--- config.mk ---
export PLATFORM = sky130hd
export DESIGN_NAME = pfpg_recip
export DESIGN_NICKNAME = d
export VERILOG_FILES = /design/src/hdl/pfpg_pkg.sv /design/src/hdl/pfpg_recip.sv
export SDC_FILE = /design/constraint.sdc
export NUM_CORES = 2
export LEC_CHECK = 0
export ABC_CLOCK_PERIOD_IN_PS = 4100
export BUFFER_PORTS_ARGS = -buffer_cell sky130_fd_sc_hd__buf_2
export CORE_MARGIN = 5
export CORE_UTILIZATION = 40
export CTS_CLUSTER_DIAMETER = 60
export CTS_CLUSTER_SIZE = 25
export DETAILED_ROUTE_END_ITERATION = 12
export PLACE_DENSITY = 0.58
export SLEW_MARGIN = 20
export SYNTH_ARGS = -nofsm -noshare
export SYNTH_HDL_FRONTEND = slang
export SYNTH_MEMORY_MAX_BITS = 65536
export SYNTH_SLANG_ARGS = --single-unit
export TNS_END_PERCENT = 1
--- constraint.sdc ---
create_clock -name clk -period 4.1 [get_ports clk]
set_input_delay 0.205 -clock clk [delete_from_list [all_inputs] [get_ports clk]]
set_output_delay 0.205 -clock clk [all_outputs]
set_load 0.03 [all_outputs]
--- src/hdl/pfpg_pkg.sv ---
// shared types and constants of the potential field pattern generator
`default_nettype none

package pfpg_pkg;

    // coordinate width: x and y of any cell for any supported grid size
    localparam int CW   = 25;
    // squared distance width, q32
    localparam int DW   = 48;
    // square root argument and result widths
    localparam int SQIW = 54;
    localparam int SQOW = 27;
    // reciprocal quotient width, anything wider is clamped
    localparam int QW   = 24;
    // multiplier operand width next to strength
    localparam int MW   = 32;
    // slit compare width, holds twice a coordinate
    localparam int CMPW = 27;
    // potential width
    localparam int PW   = 32;
    // config index width
    localparam int RIW  = 3;

    // numerator of the reciprocal is 2^RECIP_SH
    localparam int RECIP_SH = 32;
    // a root at or below this gives a quotient of 2^24 or more
    localparam int RECIP_BIG_Q = 256;

    typedef enum logic [3:0] {
        MODE_ZERO        = 4'd0,
        MODE_HARMONIC    = 4'd1,
        MODE_DOUBLE_SLIT = 4'd2,
        MODE_SINGLE_SLIT = 4'd3,
        MODE_STEP        = 4'd4,
        MODE_INV_R       = 4'd5,
        MODE_TRIPLE      = 4'd6,
        MODE_NEG_INV_R   = 4'd7,
        MODE_CIRCLE      = 4'd8,
        MODE_CONE        = 4'd9
    } mode_t;

    typedef enum logic [RIW-1:0] {
        REG_MODE              = 3'd0,
        REG_STRENGTH          = 3'd1,
        REG_BARRIER_CENTER_Y  = 3'd2,
        REG_BARRIER_THICKNESS = 3'd3,
        REG_GAP_OR_RADIUS     = 3'd4,
        REG_FIRST_SLIT_X      = 3'd5,
        REG_SECOND_SLIT_X     = 3'd6
    } reg_index_t;

    // clamp magnitudes and fixed levels, q16.16
    localparam logic [PW-1:0]        INVR_CAP    = 32'd3276800;
    localparam logic [PW-1:0]        NEGINVR_CAP = 32'd9830400;
    localparam logic signed [PW-1:0] TRIPLE_VAL  = 32'sd983040;

    // triple slit wall band and openings, q0.16
    localparam logic signed [CW-1:0] TRI_Y_LO  = 25'sd29491;
    localparam logic signed [CW-1:0] TRI_Y_HI  = 25'sd31457;
    localparam logic signed [CW-1:0] TRI_XC_LO = 25'sd32113;
    localparam logic signed [CW-1:0] TRI_XC_HI = 25'sd33423;
    localparam logic signed [CW-1:0] TRI_XL_LO = 25'sd28180;
    localparam logic signed [CW-1:0] TRI_XL_HI = 25'sd29491;
    localparam logic signed [CW-1:0] TRI_XR_LO = 25'sd36045;
    localparam logic signed [CW-1:0] TRI_XR_HI = 25'sd37356;

    // what travels beside the root and quotient
    typedef struct packed {
        logic [7:0]             row;
        logic [7:0]             col;
        logic                   fixed_sel;
        logic signed [PW-1:0]   fixed_val;
        logic [MW-1:0]          hm;
    } side_t;

endpackage

`default_nettype wire

--- src/hdl/pfpg_recip.sv ---
// pipelined reciprocal 2^32 / q, one quotient bit per stage
`default_nettype none

module pfpg_recip (
    input  wire logic                        clk,
    input  wire logic                        rst_n,
    input  wire logic                        en,
    input  wire logic                        in_valid,
    input  wire logic [pfpg_pkg::SQOW-1:0]   q,
    input  wire pfpg_pkg::side_t             in_side,
    output logic                             out_valid,
    output logic [pfpg_pkg::SQOW-1:0]        out_q,
    output logic [pfpg_pkg::QW-1:0]          quot,
    output logic                             big,
    output pfpg_pkg::side_t                  out_side
);

    localparam int N  = pfpg_pkg::QW;
    localparam int QB = pfpg_pkg::SQOW;
    localparam int RW = pfpg_pkg::SQOW + pfpg_pkg::QW;

    logic                   vld_reg  [N];
    logic [RW-1:0]          rem_reg  [N];
    logic [N-1:0]           quot_reg [N];
    logic [QB-1:0]          q_reg    [N];
    logic                   big_reg  [N];
    pfpg_pkg::side_t        side_reg [N];

    for (genvar i = 0; i < N; i++)
    begin : g_stage
        localparam int K = N - 1 - i;

        logic               v_in;
        logic [RW-1:0]      rem_in;
        logic [N-1:0]       quot_in;
        logic [QB-1:0]      q_in;
        logic               big_in;
        pfpg_pkg::side_t    side_in;
        logic [RW-1:0]      dsh;
        logic               take;

        if (i == 0)
        begin : g_first
            assign v_in    = in_valid;
            assign rem_in  = RW'(1) << pfpg_pkg::RECIP_SH;
            assign quot_in = '0;
            assign q_in    = q;
            // small roots (zero too) saturate the quotient, clamp later
            assign big_in  = q <= QB'(pfpg_pkg::RECIP_BIG_Q);
            assign side_in = in_side;
        end
        else
        begin : g_next
            assign v_in    = vld_reg[i-1];
            assign rem_in  = rem_reg[i-1];
            assign quot_in = quot_reg[i-1];
            assign q_in    = q_reg[i-1];
            assign big_in  = big_reg[i-1];
            assign side_in = side_reg[i-1];
        end

        assign dsh  = RW'(q_in) << K;
        assign take = rem_in >= dsh;

        always_ff @(posedge clk or negedge rst_n)
        begin
            if (!rst_n)
            begin
                vld_reg[i] <= 1'b0;
            end
            else if (en)
            begin
                vld_reg[i] <= v_in;
            end
        end

        always_ff @(posedge clk)
        begin
            if (en)
            begin
                rem_reg[i]  <= take ? (rem_in - dsh) : rem_in;
                quot_reg[i] <= take ? (quot_in | (N'(1) << K)) : quot_in;
                q_reg[i]    <= q_in;
                big_reg[i]  <= big_in;
                side_reg[i] <= side_in;
            end
        end
    end

    assign out_valid = vld_reg[N-1];
    assign out_q     = q_reg[N-1];
    assign quot      = quot_reg[N-1];
    assign big       = big_reg[N-1];
    assign out_side  = side_reg[N-1];

endmodule

`default_nettype wire

==> results.ini <==
[timing]
fin_skew_ns = 0.0496
rsz0062_at_grt = true
final_max_slew_viol_count = 0
min_period_over_period = 0.971
finalHoldViolations = 0
setup_viol = 0
fmax_ghz = 0.251
setup_tns_ns = 0
tightest_slew_ns = 1.17
period_needed_ns = 3.98
hold_slack_ns = 0.210
relSlewSlack = 0.221

[min_path]
holdCritPathClass = input port to flip-flop

[grt]
antenna_found_initial = 4
grt_overflow = 0
grtUsageTotal = 0.146
grt_pass1_wl_um = 489000
grt_pass1_vias = 89100
grt_max_degree = 162

[cts]
clk_pin_slew_ns = 0.06
cts_tree = done
cts_buffer_depth = 4
cts_root_buf = clkbuf_16
numCtsBuffers = 349
clock_latency_ns = 0.93
cts-htree-levels = 5
cts.sinks = 3837

[synth]
ys_seq_area_frac = 0.720
yosys_most_used_dff = edfxtp_1
yosysWarnings = 0
ys_ff_latch = 3837
synth.avg_cell_area_um2 = 14.7
synth_top_area_share = 0.717
synth_top_area_cell = edfxtp_1
netlist_top_cells_area = edfxtp_1 72%, ha_1 4.9%, xnor2_1 2.2%
async_flop_share = 0.00625
synth_cell_types = 88
synth_edf_count = 3813
netlist_area_um2 = 160000
postSynthCellCount = 10900

[worst_setup_path]
crit_chain = or3_4 > or3_4 > or3_4 > or3_4 > or3_4 > or3_4 > a2111o_1 > buf_4 > nor3_4 > buf_12 > o21ai_0
cpPeakStageDelay_ns = 0.41
start_kind = flip-flop
critPathCaptureType = flip-flop
crit_fanout = 51
crit_top_cell = or3_4
critPathRequiredTime_ns = 4.71
cp_slowest_cell = or3_4
worstSetupPathType = flip-flop to flip-flop
worstPathArrival_ns = 4.59

[finish]
area_growth_pct = 16.1
seq_area_um2 = 115000
multi_input_area_um2 = 41100
layout_common_cells = 3,813 x edfxtp_1, 781 x inv_1, 768 x nand2_1
fin_util = 0.465
largest_reg_flops = 1944
final_area_um2 = 185000
final.fill_count = 34400
nets = 12700
layout_commonest_cell = edfxtp_1
drive_gt1_frac = 0.121

[power_and_ir_drop]
static-leakage-power_nw = 68.8
p_int_mw = 81.6
switching_power_mw = 37.6
pwr_density_cell_nw_per_um2 = 643
vdd_ir_drop_max_v = 0.000353
power_mw = 119
switching_share = 0.315
power.share.clock = 0.291
p_comb_frac = 0.259
pwr-share-seq = 0.450

[die]
start_util = 0.401
ioPinCount = 246
rows = 232
core_um2 = 399000
fp.dieW_um = 642
dieArea_um2 = 412000
dieHeight_um = 642

[drt]
wl_per_cell_um = 17.6
wl_um = 307000
ant_nets = 0
drt_pre_antenna_iters = 7
drtIter0Drc = 5556
vias = 87800
avgViaCountPerCell = 5.03
drcViolationCount = 0

[outcome]
status = finished clean

[place]
port_buffers = 245
post_dp_cell_area_um2 = 170000
dp_hpwl_um = 216000
routabilityCongestion = 0.943

[job]
drv_cap = 0

synth_stat cells (all sizes together), types with 56 or more instances:
cell type / n
edfxtp: 3813
inv: 783
nand2: 768
a21oi: 652
o21ai: 641
ha: 621
nor2: 559
xnor2: 394
xor2: 368
a21o: 323
clkbuf: 194
nor3: 145
nand3: 144
nand2b: 114
nand4: 110
mux2: 103
nor4: 92
nor2b: 91
o21a: 82
o21bai: 82
a31oi: 68
or3: 67
o31ai: 63
a211oi: 56
final cells by class:
| class | instances | area share |
|---|---|---|
| clock inverter | 286 | 0.0197 |
| inverter | 785 | 0.0159 |
| tap | 5265 | 0.0355 |
| multi-input combinational | 6062 | 0.222 |
| timing repair buffer | 864 | 0.0381 |
| clock buffer | 366 | 0.0483 |
| antenna | 5 | 0.0000675 |
| sequential | 3837 | 0.621 |
per-stage QoR:
step	setup WS, ns	std cells
2_1_floorplan	0.300	10900
3_3_place_gp	0.00968	16600
3_5_place_dp	-0.00598	16600
4_1_cts	0.0282	17500
5_1_grt	-0.0184	17500
6_report	0.120	17500
critical path, delay by kind of cell (launching register included):
kind	cells	cell delay [ns]
buf+inv	2	0.41
simple gates	7	2.41
compound gates	2	0.48
flops	1	0.39
metal layers:
| layer | up-vias | GRT usage | routed length, um |
|---|---|---|---|
| met5 | - | 0 | 0 |
| met4 | 0 | 0.0584 | 12900 |
| met3 | 703 | 0.0189 | 12200 |
| met2 | 1931 | 0.250 | 149000 |
| met1 | 42400 | 0.188 | 133000 |
| li1 | 42800 | - | - |
cells by family after synthesis:
group                    after synthesis  synth area share
XOR/XNOR                             762            0.0418
multiplexers                         106           0.00745
adder cells (fa/ha/maj)              643            0.0514
AND/OR/NAND/NOR                     2333            0.0700
AO/OA/AOI/OAI                       2209            0.0850
buffers and inverters               1007            0.0239
flip-flops                          3837             0.720
other                                  1         0.0000235
power by group through the flow:
stage | Sequential, mW | Clock (mW) | Combinational, mW
after floorplan | 53.2 | 0 | 21.4
after global placement | 54.5 | 0 | 29.7
after detailed placement | 54.6 | 0 | 30.3
after CTS | 53.8 | 36.1 | 30.7
after global routing | 54.3 | 37.6 | 34.2
final | 53.7 | 34.6 | 30.9
final timing paths:
kind                                   from               end  slack [ns]  cells after the start
min in group asynchronous             rst_n   g_stage[4].v_in        0.43                      4
min                                    q[7]    rem_reg[0][30]        0.21                      4
min reg2reg                side_reg[5][170]  side_reg[5][251]        0.39                      0
max                          rem_reg[2][36]    rem_reg[2][68]        0.12                     11
max reg2reg                  rem_reg[2][36]    rem_reg[2][68]        0.12                     11
max in group asynchronous             rst_n  g_stage[17].v_in        3.32                      4
timing repair:
action,CTS,global route
buffers inserted,0,1
resized for setup,2,40
hold buffers,221,1
gates cloned,0,0
pin swaps,0,3
hold endpoints to repair,193,24
setup endpoints to repair,4,120
Note: power is estimated with default switching activity, not from simulation.
