==> config.mk <==
export PLATFORM = sky130hd
export DESIGN_NAME = pfpg_isqrt
export DESIGN_NICKNAME = d
export VERILOG_FILES = /design/src/hdl/pfpg_pkg.sv /design/src/hdl/pfpg_isqrt.sv
export SDC_FILE = /design/constraint.sdc
export NUM_CORES = 2
export LEC_CHECK = 0
export ABC_CLOCK_PERIOD_IN_PS = 8700
export BUFFER_PORTS_ARGS = -buffer_cell sky130_fd_sc_hd__buf_2
export CELL_PAD_IN_SITES_DETAIL_PLACEMENT = 2
export CELL_PAD_IN_SITES_GLOBAL_PLACEMENT = 2
export CORE_ASPECT_RATIO = 0.6
export CORE_MARGIN = 2
export CORE_UTILIZATION = 51
export CTS_CLUSTER_DIAMETER = 120
export DETAILED_ROUTE_END_ITERATION = 6
export GPL_TIMING_DRIVEN = 1
export PLACE_DENSITY_LB_ADDON = 0.1
export SKIP_LAST_GASP = 1
export SLEW_MARGIN = 5
export SYNTH_ARGS = -nofsm -noshare
export SYNTH_HDL_FRONTEND = slang
export SYNTH_MEMORY_MAX_BITS = 65536
export SYNTH_SLANG_ARGS = --single-unit
==> constraint.sdc <==
create_clock -name clk -period 8.7 [get_ports clk]
set_input_delay 1.305 -clock clk [delete_from_list [all_inputs] [get_ports clk]]
set_output_delay 1.305 -clock clk [all_outputs]
set_load 0.01 [all_outputs]
==> src/hdl/pfpg_pkg.sv <==
// shared types and constants of the potential field pattern generator
`default_nettype none

package pfpg_pkg;

    // coordinate width: x and y of any cell for any supported grid size
    localparam int CW   = 25;
    // squared distance width, q32
    localparam int DW   = 48;
    // square root argument and result widths
    localparam int SQIW = 54;
    localparam int SQOW = 27;
    // reciprocal quotient width, anything wider is clamped
    localparam int QW   = 24;
    // multiplier operand width next to strength
    localparam int MW   = 32;
    // slit compare width, holds twice a coordinate
    localparam int CMPW = 27;
    // potential width
    localparam int PW   = 32;
    // config index width
    localparam int RIW  = 3;

    // numerator of the reciprocal is 2^RECIP_SH
    localparam int RECIP_SH = 32;
    // a root at or below this gives a quotient of 2^24 or more
    localparam int RECIP_BIG_Q = 256;

    typedef enum logic [3:0] {
        MODE_ZERO        = 4'd0,
        MODE_HARMONIC    = 4'd1,
        MODE_DOUBLE_SLIT = 4'd2,
        MODE_SINGLE_SLIT = 4'd3,
        MODE_STEP        = 4'd4,
        MODE_INV_R       = 4'd5,
        MODE_TRIPLE      = 4'd6,
        MODE_NEG_INV_R   = 4'd7,
        MODE_CIRCLE      = 4'd8,
        MODE_CONE        = 4'd9
    } mode_t;

    typedef enum logic [RIW-1:0] {
        REG_MODE              = 3'd0,
        REG_STRENGTH          = 3'd1,
        REG_BARRIER_CENTER_Y  = 3'd2,
        REG_BARRIER_THICKNESS = 3'd3,
        REG_GAP_OR_RADIUS     = 3'd4,
        REG_FIRST_SLIT_X      = 3'd5,
        REG_SECOND_SLIT_X     = 3'd6
    } reg_index_t;

    // clamp magnitudes and fixed levels, q16.16
    localparam logic [PW-1:0]        INVR_CAP    = 32'd3276800;
    localparam logic [PW-1:0]        NEGINVR_CAP = 32'd9830400;
    localparam logic signed [PW-1:0] TRIPLE_VAL  = 32'sd983040;

    // triple slit wall band and openings, q0.16
    localparam logic signed [CW-1:0] TRI_Y_LO  = 25'sd29491;
    localparam logic signed [CW-1:0] TRI_Y_HI  = 25'sd31457;
    localparam logic signed [CW-1:0] TRI_XC_LO = 25'sd32113;
    localparam logic signed [CW-1:0] TRI_XC_HI = 25'sd33423;
    localparam logic signed [CW-1:0] TRI_XL_LO = 25'sd28180;
    localparam logic signed [CW-1:0] TRI_XL_HI = 25'sd29491;
    localparam logic signed [CW-1:0] TRI_XR_LO = 25'sd36045;
    localparam logic signed [CW-1:0] TRI_XR_HI = 25'sd37356;

    // what travels beside the root and quotient
    typedef struct packed {
        logic [7:0]             row;
        logic [7:0]             col;
        logic                   fixed_sel;
        logic signed [PW-1:0]   fixed_val;
        logic [MW-1:0]          hm;
    } side_t;

endpackage

`default_nettype wire

==> src/hdl/pfpg_isqrt.sv <==
// pipelined floor square root, one result bit per stage
`default_nettype none

module pfpg_isqrt (
    input  wire logic                        clk,
    input  wire logic                        rst_n,
    input  wire logic                        en,
    input  wire logic                        in_valid,
    input  wire logic [pfpg_pkg::SQIW-1:0]   arg,
    input  wire pfpg_pkg::side_t             in_side,
    output logic                             out_valid,
    output logic [pfpg_pkg::SQOW-1:0]        root,
    output pfpg_pkg::side_t                  out_side
);

    localparam int N  = pfpg_pkg::SQOW;
    localparam int IW = pfpg_pkg::SQIW;
    localparam int TW = pfpg_pkg::SQIW + 2;

    logic                   vld_reg  [N];
    logic [IW-1:0]          rem_reg  [N];
    logic [N-1:0]           root_reg [N];
    pfpg_pkg::side_t        side_reg [N];

    for (genvar i = 0; i < N; i++)
    begin : g_stage
        localparam int K = N - 1 - i;

        logic               v_in;
        logic [IW-1:0]      rem_in;
        logic [N-1:0]       root_in;
        pfpg_pkg::side_t    side_in;
        logic [TW-1:0]      trial;
        logic               take;

        if (i == 0)
        begin : g_first
            assign v_in    = in_valid;
            assign rem_in  = arg;
            assign root_in = '0;
            assign side_in = in_side;
        end
        else
        begin : g_next
            assign v_in    = vld_reg[i-1];
            assign rem_in  = rem_reg[i-1];
            assign root_in = root_reg[i-1];
            assign side_in = side_reg[i-1];
        end

        // (root + 2^k)^2 - root^2
        assign trial = (TW'(root_in) << (K + 1)) + (TW'(1) << (2 * K));
        assign take  = TW'(rem_in) >= trial;

        always_ff @(posedge clk or negedge rst_n)
        begin
            if (!rst_n)
            begin
                vld_reg[i] <= 1'b0;
            end
            else if (en)
            begin
                vld_reg[i] <= v_in;
            end
        end

        always_ff @(posedge clk)
        begin
            if (en)
            begin
                rem_reg[i]  <= take ? IW'(TW'(rem_in) - trial) : rem_in;
                root_reg[i] <= take ? (root_in | (N'(1) << K)) : root_in;
                side_reg[i] <= side_in;
            end
        end
    end

    assign out_valid = vld_reg[N-1];
    assign root      = root_reg[N-1];
    assign out_side  = side_reg[N-1];

endmodule

`default_nettype wire

==> results of run 1 <==
==> cells by family after synthesis <==
kind of cell | Yosys count | share of synthesized area, %
AND/OR/NAND/NOR | 1965 | 6.674
adder cells (fa/ha/maj) | 401 | 3.312
buffers and inverters | 626 | 1.567
flip-flops | 3996 | 79.13
AO/OA/AOI/OAI | 1270 | 5.198
multiplexers | 91 | 0.6674
XOR/XNOR | 597 | 3.452
==> stage by stage <==
step	hold slack, ps	area (um^2)
floorplan	400.3	151500
global placement	400.1	158100
==> flow_summary.html, run 1 <==
<table>
<tr><th>Metric</th><th>Value</th></tr>
<tr><th colspan="2">Floorplanning</th></tr>
<tr><td>Die H</td><td>426.1 um</td></tr>
<tr><td>Starting utilization of the core area</td><td>51.45%</td></tr>
<tr><td>I/O pin count</td><td>between 200 and 250</td></tr>
<tr><td>Placement Rows</td><td>154</td></tr>
<tr><td>Width of the die</td><td>707.6 um</td></tr>
<tr><th colspan="2">Synthesis</th></tr>
<tr><td>#FFs+latches synth</td><td>roughly 4,000</td></tr>
<tr><td>Most area-hungry cell type in the Yosys netlist</td><td>sky130_fd_sc_hd__edfxtp_1</td></tr>
<tr><td>Warnings, synthesis</td><td>0</td></tr>
<tr><td>Mapped Area</td><td>151,500 um^2</td></tr>
<tr><td>Share of Yosys cell area claimed by the top area cell type</td><td>78.68%</td></tr>
<tr><td>Top area cells in the synthesized netlist</td><td>sky130_fd_sc_hd__edfxtp_1 79%, sky130_fd_sc_hd__ha_1 3.3%, sky130_fd_sc_hd__xnor2_1 1.8%</td></tr>
<tr><td>Synthesized Nets</td><td>9,486</td></tr>
<tr><td>Top_reg_cell synth</td><td>sky130_fd_sc_hd__edfxtp_1</td></tr>
<tr><td>Netlist cell types</td><td>87</td></tr>
<tr><td>Most frequent cells after synthesis</td><td>3,969 x sky130_fd_sc_hd__edfxtp_1, 501 x sky130_fd_sc_hd__inv_1, 459 x sky130_fd_sc_hd__nor2_1</td></tr>
<tr><td>Most instantiated library cell after synthesis</td><td>sky130_fd_sc_hd__edfxtp_1</td></tr>
<tr><td>Post-synth EDFFs</td><td>3,969</td></tr>
<tr><td>Ys async rst share</td><td>0.6757%</td></tr>
<tr><td>Mean Syn Cell Area</td><td>16.93 um^2</td></tr>
<tr><td>Post-synthesis sequential area ratio</td><td>79.13%</td></tr>
<tr><td>Mapped Cells</td><td>8,946</td></tr>
<tr><th colspan="2">Outcome</th></tr>
<tr><td>Halt Stage</td><td>detailed placement</td></tr>
<tr><td>Tool error</td><td>Error: detail_place.tcl, 38 bad optional access</td></tr>
<tr><td>Status</td><td>did not finish</td></tr>
<tr><th colspan="2">Placement</th></tr>
<tr><td>Number of buffers inserted by port buffering</td><td>approximately 250</td></tr>
<tr><td>GP Congestion</td><td>0.8993</td></tr>
</table>
==> run 2: changes to the inputs <==
CELL_PAD_IN_SITES_DETAIL_PLACEMENT = not set   (was 2)
CELL_PAD_IN_SITES_GLOBAL_PLACEMENT = not set   (was 2)
CORE_ASPECT_RATIO = not set   (was 0.6)
CORE_UTILIZATION = 40   (was 51)
CTS_CLUSTER_DIAMETER = not set   (was 120)
PLACE_DENSITY_LB_ADDON = 0.15   (was 0.1)
==> run 2 against run 1 <==
The flow now finishes without violations. Synthesized cell count unchanged. Synthesized area unchanged.
==> flow_summary.html, run 2 <==
<table>
<tr><th>Metric</th><th>Value</th></tr>
<tr><th colspan="2">GRT</th></tr>
<tr><td>Total congestion overflow after global routing</td><td>0</td></tr>
<tr><td>Initial antenna violation count</td><td>7</td></tr>
<tr><td>Vias in the first global route</td><td>76,152</td></tr>
<tr><td>Maximum number of pins on one net before global-route repair</td><td>208</td></tr>
<tr><td>GR Util All Layers</td><td>14.17%</td></tr>
<tr><td>Global-route wire length before repair</td><td>430,700 um</td></tr>
<tr><th colspan="2">Pwr</th></tr>
<tr><td>Internal Pwr Total</td><td>0.03533 W</td></tr>
<tr><td>Total power density per cell area</td><td>between 200 and 300 nW/um^2</td></tr>
<tr><td>Overall power consumption</td><td>about 0.047 W</td></tr>
<tr><td>Combinational cell fraction of total power</td><td>a little over a tenth</td></tr>
<tr><td>Leakage Power</td><td>61.65 nW</td></tr>
<tr><td>Share of power burned in the clock network</td><td>between 30% and 40%</td></tr>
<tr><td>Flop pwr share</td><td>a little over half</td></tr>
<tr><td>Maximum VDD drop</td><td>0.1938 mV</td></tr>
<tr><td>Switching power</td><td>0.01120 W</td></tr>
<tr><td>Switching share of power</td><td>24.07%</td></tr>
<tr><th colspan="2">Final layout</th></tr>
<tr><td>Commonest non-fill, non-tap cell in the layout</td><td>sky130_fd_sc_hd__edfxtp_1</td></tr>
<tr><td>Footprint of the flip-flops and latches</td><td>approximately 120,000 um^2</td></tr>
<tr><td>Largest register FFs</td><td>2,187</td></tr>
<tr><td>Filler-free cell count of the finished design</td><td>about 15,000</td></tr>
<tr><td>Finished Cell Area</td><td>172,800 um^2</td></tr>
<tr><td>Area growth, synth to finish</td><td>14.05%</td></tr>
<tr><td>Number of nets in the final layout</td><td>10,098</td></tr>
<tr><td>Highest-count cells in the layout ignoring fill and taps</td><td>3,969 x sky130_fd_sc_hd__edfxtp_1, 501 x sky130_fd_sc_hd__inv_1, 459 x sky130_fd_sc_hd__nor2_1</td></tr>
<tr><td>Layout filler cell count</td><td>32,146</td></tr>
<tr><td>Share of final-layout standard cells stronger than drive strength 1</td><td>10.51%</td></tr>
<tr><td>Final core utilization</td><td>45.90%</td></tr>
<tr><td>Multi-input combinational cell area</td><td>just under 30,000 um^2</td></tr>
<tr><th colspan="2">STA</th></tr>
<tr><td>Max Clk Rate</td><td>between 200 and 250 MHz</td></tr>
<tr><td>Setup TNS</td><td>0 ps</td></tr>
<tr><td>Min Tclk post-route</td><td>4594 ps</td></tr>
<tr><td>Final number of max-transition violations</td><td>0</td></tr>
<tr><td>Tightest slew margin relative to the limit</td><td>17.21%</td></tr>
<tr><td>Least-Margin Pin Slew</td><td>1211 ps</td></tr>
<tr><td>Clk_skew</td><td>around 70 ps</td></tr>
<tr><td>Setup violations, final</td><td>0</td></tr>
<tr><td>Total count of hold-check failures in the final report</td><td>0</td></tr>
<tr><td>Part of the cycle the worst path needs</td><td>52.81%</td></tr>
<tr><td>Unrepaired setup endpoints after global routing</td><td>no</td></tr>
<tr><th colspan="2">Floorplanning</th></tr>
<tr><td>Core region area</td><td>376,400 um^2</td></tr>
<tr><td>DIE AREA</td><td>383,600 um^2</td></tr>
<tr><td>Placement Rows</td><td>roughly 230</td></tr>
<tr><td>Width of the die</td><td>~620 um</td></tr>
<tr><td>Starting utilization of the core area</td><td>40.24%</td></tr>
<tr><td>I/O pin count</td><td>~250</td></tr>
<tr><td>Die H</td><td>619.4 um</td></tr>
<tr><th colspan="2">Synthesis</th></tr>
<tr><td>Post-synth EDFFs</td><td>3,969</td></tr>
<tr><td>Most frequent cells after synthesis</td><td>3,969 x sky130_fd_sc_hd__edfxtp_1, 501 x sky130_fd_sc_hd__inv_1, 459 x sky130_fd_sc_hd__nor2_1</td></tr>
<tr><td>Warnings, synthesis</td><td>0</td></tr>
<tr><td>Synthesized Nets</td><td>9,486</td></tr>
<tr><td>Ys async rst share</td><td>less than 1%</td></tr>
<tr><td>Mean Syn Cell Area</td><td>16.93 um^2</td></tr>
<tr><td>Share of Yosys cell area claimed by the top area cell type</td><td>about four fifths</td></tr>
<tr><td>Most instantiated library cell after synthesis</td><td>sky130_fd_sc_hd__edfxtp_1</td></tr>
<tr><td>Post-synthesis sequential area ratio</td><td>between 70% and 80%</td></tr>
<tr><td>Most area-hungry cell type in the Yosys netlist</td><td>sky130_fd_sc_hd__edfxtp_1</td></tr>
<tr><td>Mapped Area</td><td>between 150,000 and 200,000 um^2</td></tr>
<tr><td>Top_reg_cell synth</td><td>sky130_fd_sc_hd__edfxtp_1</td></tr>
<tr><td>#FFs+latches synth</td><td>between 3,000 and 4,000</td></tr>
<tr><td>Top area cells in the synthesized netlist</td><td>sky130_fd_sc_hd__edfxtp_1 79%, sky130_fd_sc_hd__ha_1 3.3%, sky130_fd_sc_hd__xnor2_1 1.8%</td></tr>
<tr><td>Netlist cell types</td><td>87</td></tr>
<tr><td>Mapped Cells</td><td>8,946</td></tr>
<tr><th colspan="2">Clock network</th></tr>
<tr><td>Post-CTS setup repair buffer count</td><td>0</td></tr>
<tr><td>Hold_buf cts</td><td>0</td></tr>
<tr><td>Clock Path Buffers</td><td>4</td></tr>
<tr><td>Total clock sinks</td><td>3,996</td></tr>
<tr><td>Clock buffer count from CTS</td><td>417</td></tr>
<tr><td>Total of cells resized after clock tree synthesis</td><td>0</td></tr>
<tr><td>CTS clk-pin slew, worst paths</td><td>60 ps</td></tr>
<tr><td>Clock Latency Late Sink</td><td>980 ps</td></tr>
<tr><td>H-tree Lvls</td><td>5</td></tr>
<tr><td>CTS tree</td><td>done</td></tr>
<tr><td>Buffer type at the clock tree root</td><td>sky130_fd_sc_hd__clkbuf_16</td></tr>
<tr><th colspan="2">Routing</th></tr>
<tr><td>DR WL/cell</td><td>18.47 um</td></tr>
<tr><td>Drc violations</td><td>0</td></tr>
<tr><td>Total Routed Length</td><td>275,000 um</td></tr>
<tr><td>First-pass detailed-route iteration total</td><td>7</td></tr>
<tr><td>Routed via count divided by cell count</td><td>4.972</td></tr>
<tr><td>Routed via count</td><td>74,045</td></tr>
<tr><td>DRC violation total after the first TritonRoute iteration</td><td>~5,500</td></tr>
<tr><td>Antenna Nets Post-Route</td><td>0</td></tr>
<tr><th colspan="2">Placement</th></tr>
<tr><td>DP Area</td><td>159,300 um^2</td></tr>
<tr><td>GP Congestion</td><td>roughly 0.93</td></tr>
<tr><td>Post-detailed-placement half-perimeter wirelength</td><td>185,300 um</td></tr>
<tr><td>Number of buffers inserted by port buffering</td><td>247</td></tr>
<tr><td>Placed insts</td><td>14,133</td></tr>
<tr><th colspan="2">Setup path</th></tr>
<tr><td>Setup slack, reg-to-reg</td><td>4110 ps</td></tr>
<tr><td>Beginning of the critical path</td><td>rem_reg[4][124]</td></tr>
<tr><td>Worst Path Required</td><td>around 9300 ps</td></tr>
<tr><td>Kind of critical path</td><td>register to register</td></tr>
<tr><td>Crit Path Max Fanout</td><td>33</td></tr>
<tr><td>Launching point of the worst reg2reg path</td><td>rem_reg[4][124]</td></tr>
<tr><td>Capturing element type of the critical path</td><td>register</td></tr>
<tr><td>Startpoint type of the worst setup path</td><td>register</td></tr>
<tr><td>Endpoint arrival time on the critical path</td><td>5210 ps</td></tr>
<tr><th colspan="2">Flow run</th></tr>
<tr><td>Number of max-cap violations</td><td>0</td></tr>
<tr><th colspan="2">Outcome</th></tr>
<tr><td>Status</td><td>finished, final reports clean</td></tr>
<tr><th colspan="2">Worst hold path</th></tr>
<tr><td>Min-Delay Path Class</td><td>input port to asynchronous set/reset pin</td></tr>
</table>
## run 2: cell counts after synthesis
Identical to the previous run, type by type.
## run 2: layer usage
layer / track usage, % / wire (um) / part of all wire [%] / up-vias
met5: 0 / 0 / 0 / -
met4: 5.584 / 10570 / 3.8 / 0
met3: 2.513 / 11920 / 4.3 / 612
met2: 25.12 / 139800 / 51 / 1586
met1: 17.08 / 112700 / 41 / 36277
li1: - / - / - / 35570
## run 2: worst max-delay path, stage by stage (launching register included)
cell and delay (ps):
sky130_fd_sc_hd__edfxtp_1 390, sky130_fd_sc_hd__ha_1 360, sky130_fd_sc_hd__nor2b_1 160, sky130_fd_sc_hd__o31ai_1 440
sky130_fd_sc_hd__a21oi_1 260, sky130_fd_sc_hd__o41a_1 440, sky130_fd_sc_hd__nor3_1 420, sky130_fd_sc_hd__o311a_1 240
sky130_fd_sc_hd__buf_4 200, sky130_fd_sc_hd__clkinv_1 810, sky130_fd_sc_hd__mux2_2 590
## run 2: final timing paths
check | to | cells past startpoint
worst min-delay path | g_stage[26].v_in | 1
max in group asynchronous | g_stage[9].v_in | 1
worst max-delay path | rem_reg[4][187] | 10
worst max register to register | rem_reg[4][187] | 10
worst min register to register | side_reg[0][627] | 0
min in group clk | side_reg[0][627] | 0
## run 2: logic make-up after synthesis
logic type	synth area share, %
multiplexers	0.6674
flip-flops	79.13
buffers and inverters	1.567
AO/OA/AOI/OAI	5.198
AND/OR/NAND/NOR	6.674
XOR/XNOR	3.452
adder cells (fa/ha/maj)	3.312
## run 2: per-stage QoR
step	setup slack, ps	hold WS, ps
final	4106	362.7
after global routing	3798	333.9
after CTS	4002	278.0
after detailed placement	4038	404.5
after global placement	4132	400.1
after floorplan	5012	400.3
## run 2: power groups by stage
stage          logic [W]  clock network, W  registers, W
2_1_floorplan    0.00339                 0        0.0242
3_3_place_gp     0.00481                 0        0.0247
3_5_place_dp     0.00490                 0        0.0247
4_1_cts          0.00493            0.0180        0.0243
5_1_grt          0.00550            0.0188        0.0245
6_report         0.00490            0.0173        0.0243
## run 2: cell type report
| cell class | count | share of cell area (%) |
|---|---|---|
| repair buffers | 312 | 1.144 |
| inverters | 507 | 1.102 |
| diodes | 1 | 0.001448 |
| well taps | 4994 | 3.617 |
| multi-input cells | 4324 | 16.94 |
| clock inverters | 258 | 1.567 |
| flip-flops and latches | 3996 | 69.38 |
| clock buffers | 501 | 6.247 |
Power figures use the tool's default switching activity.
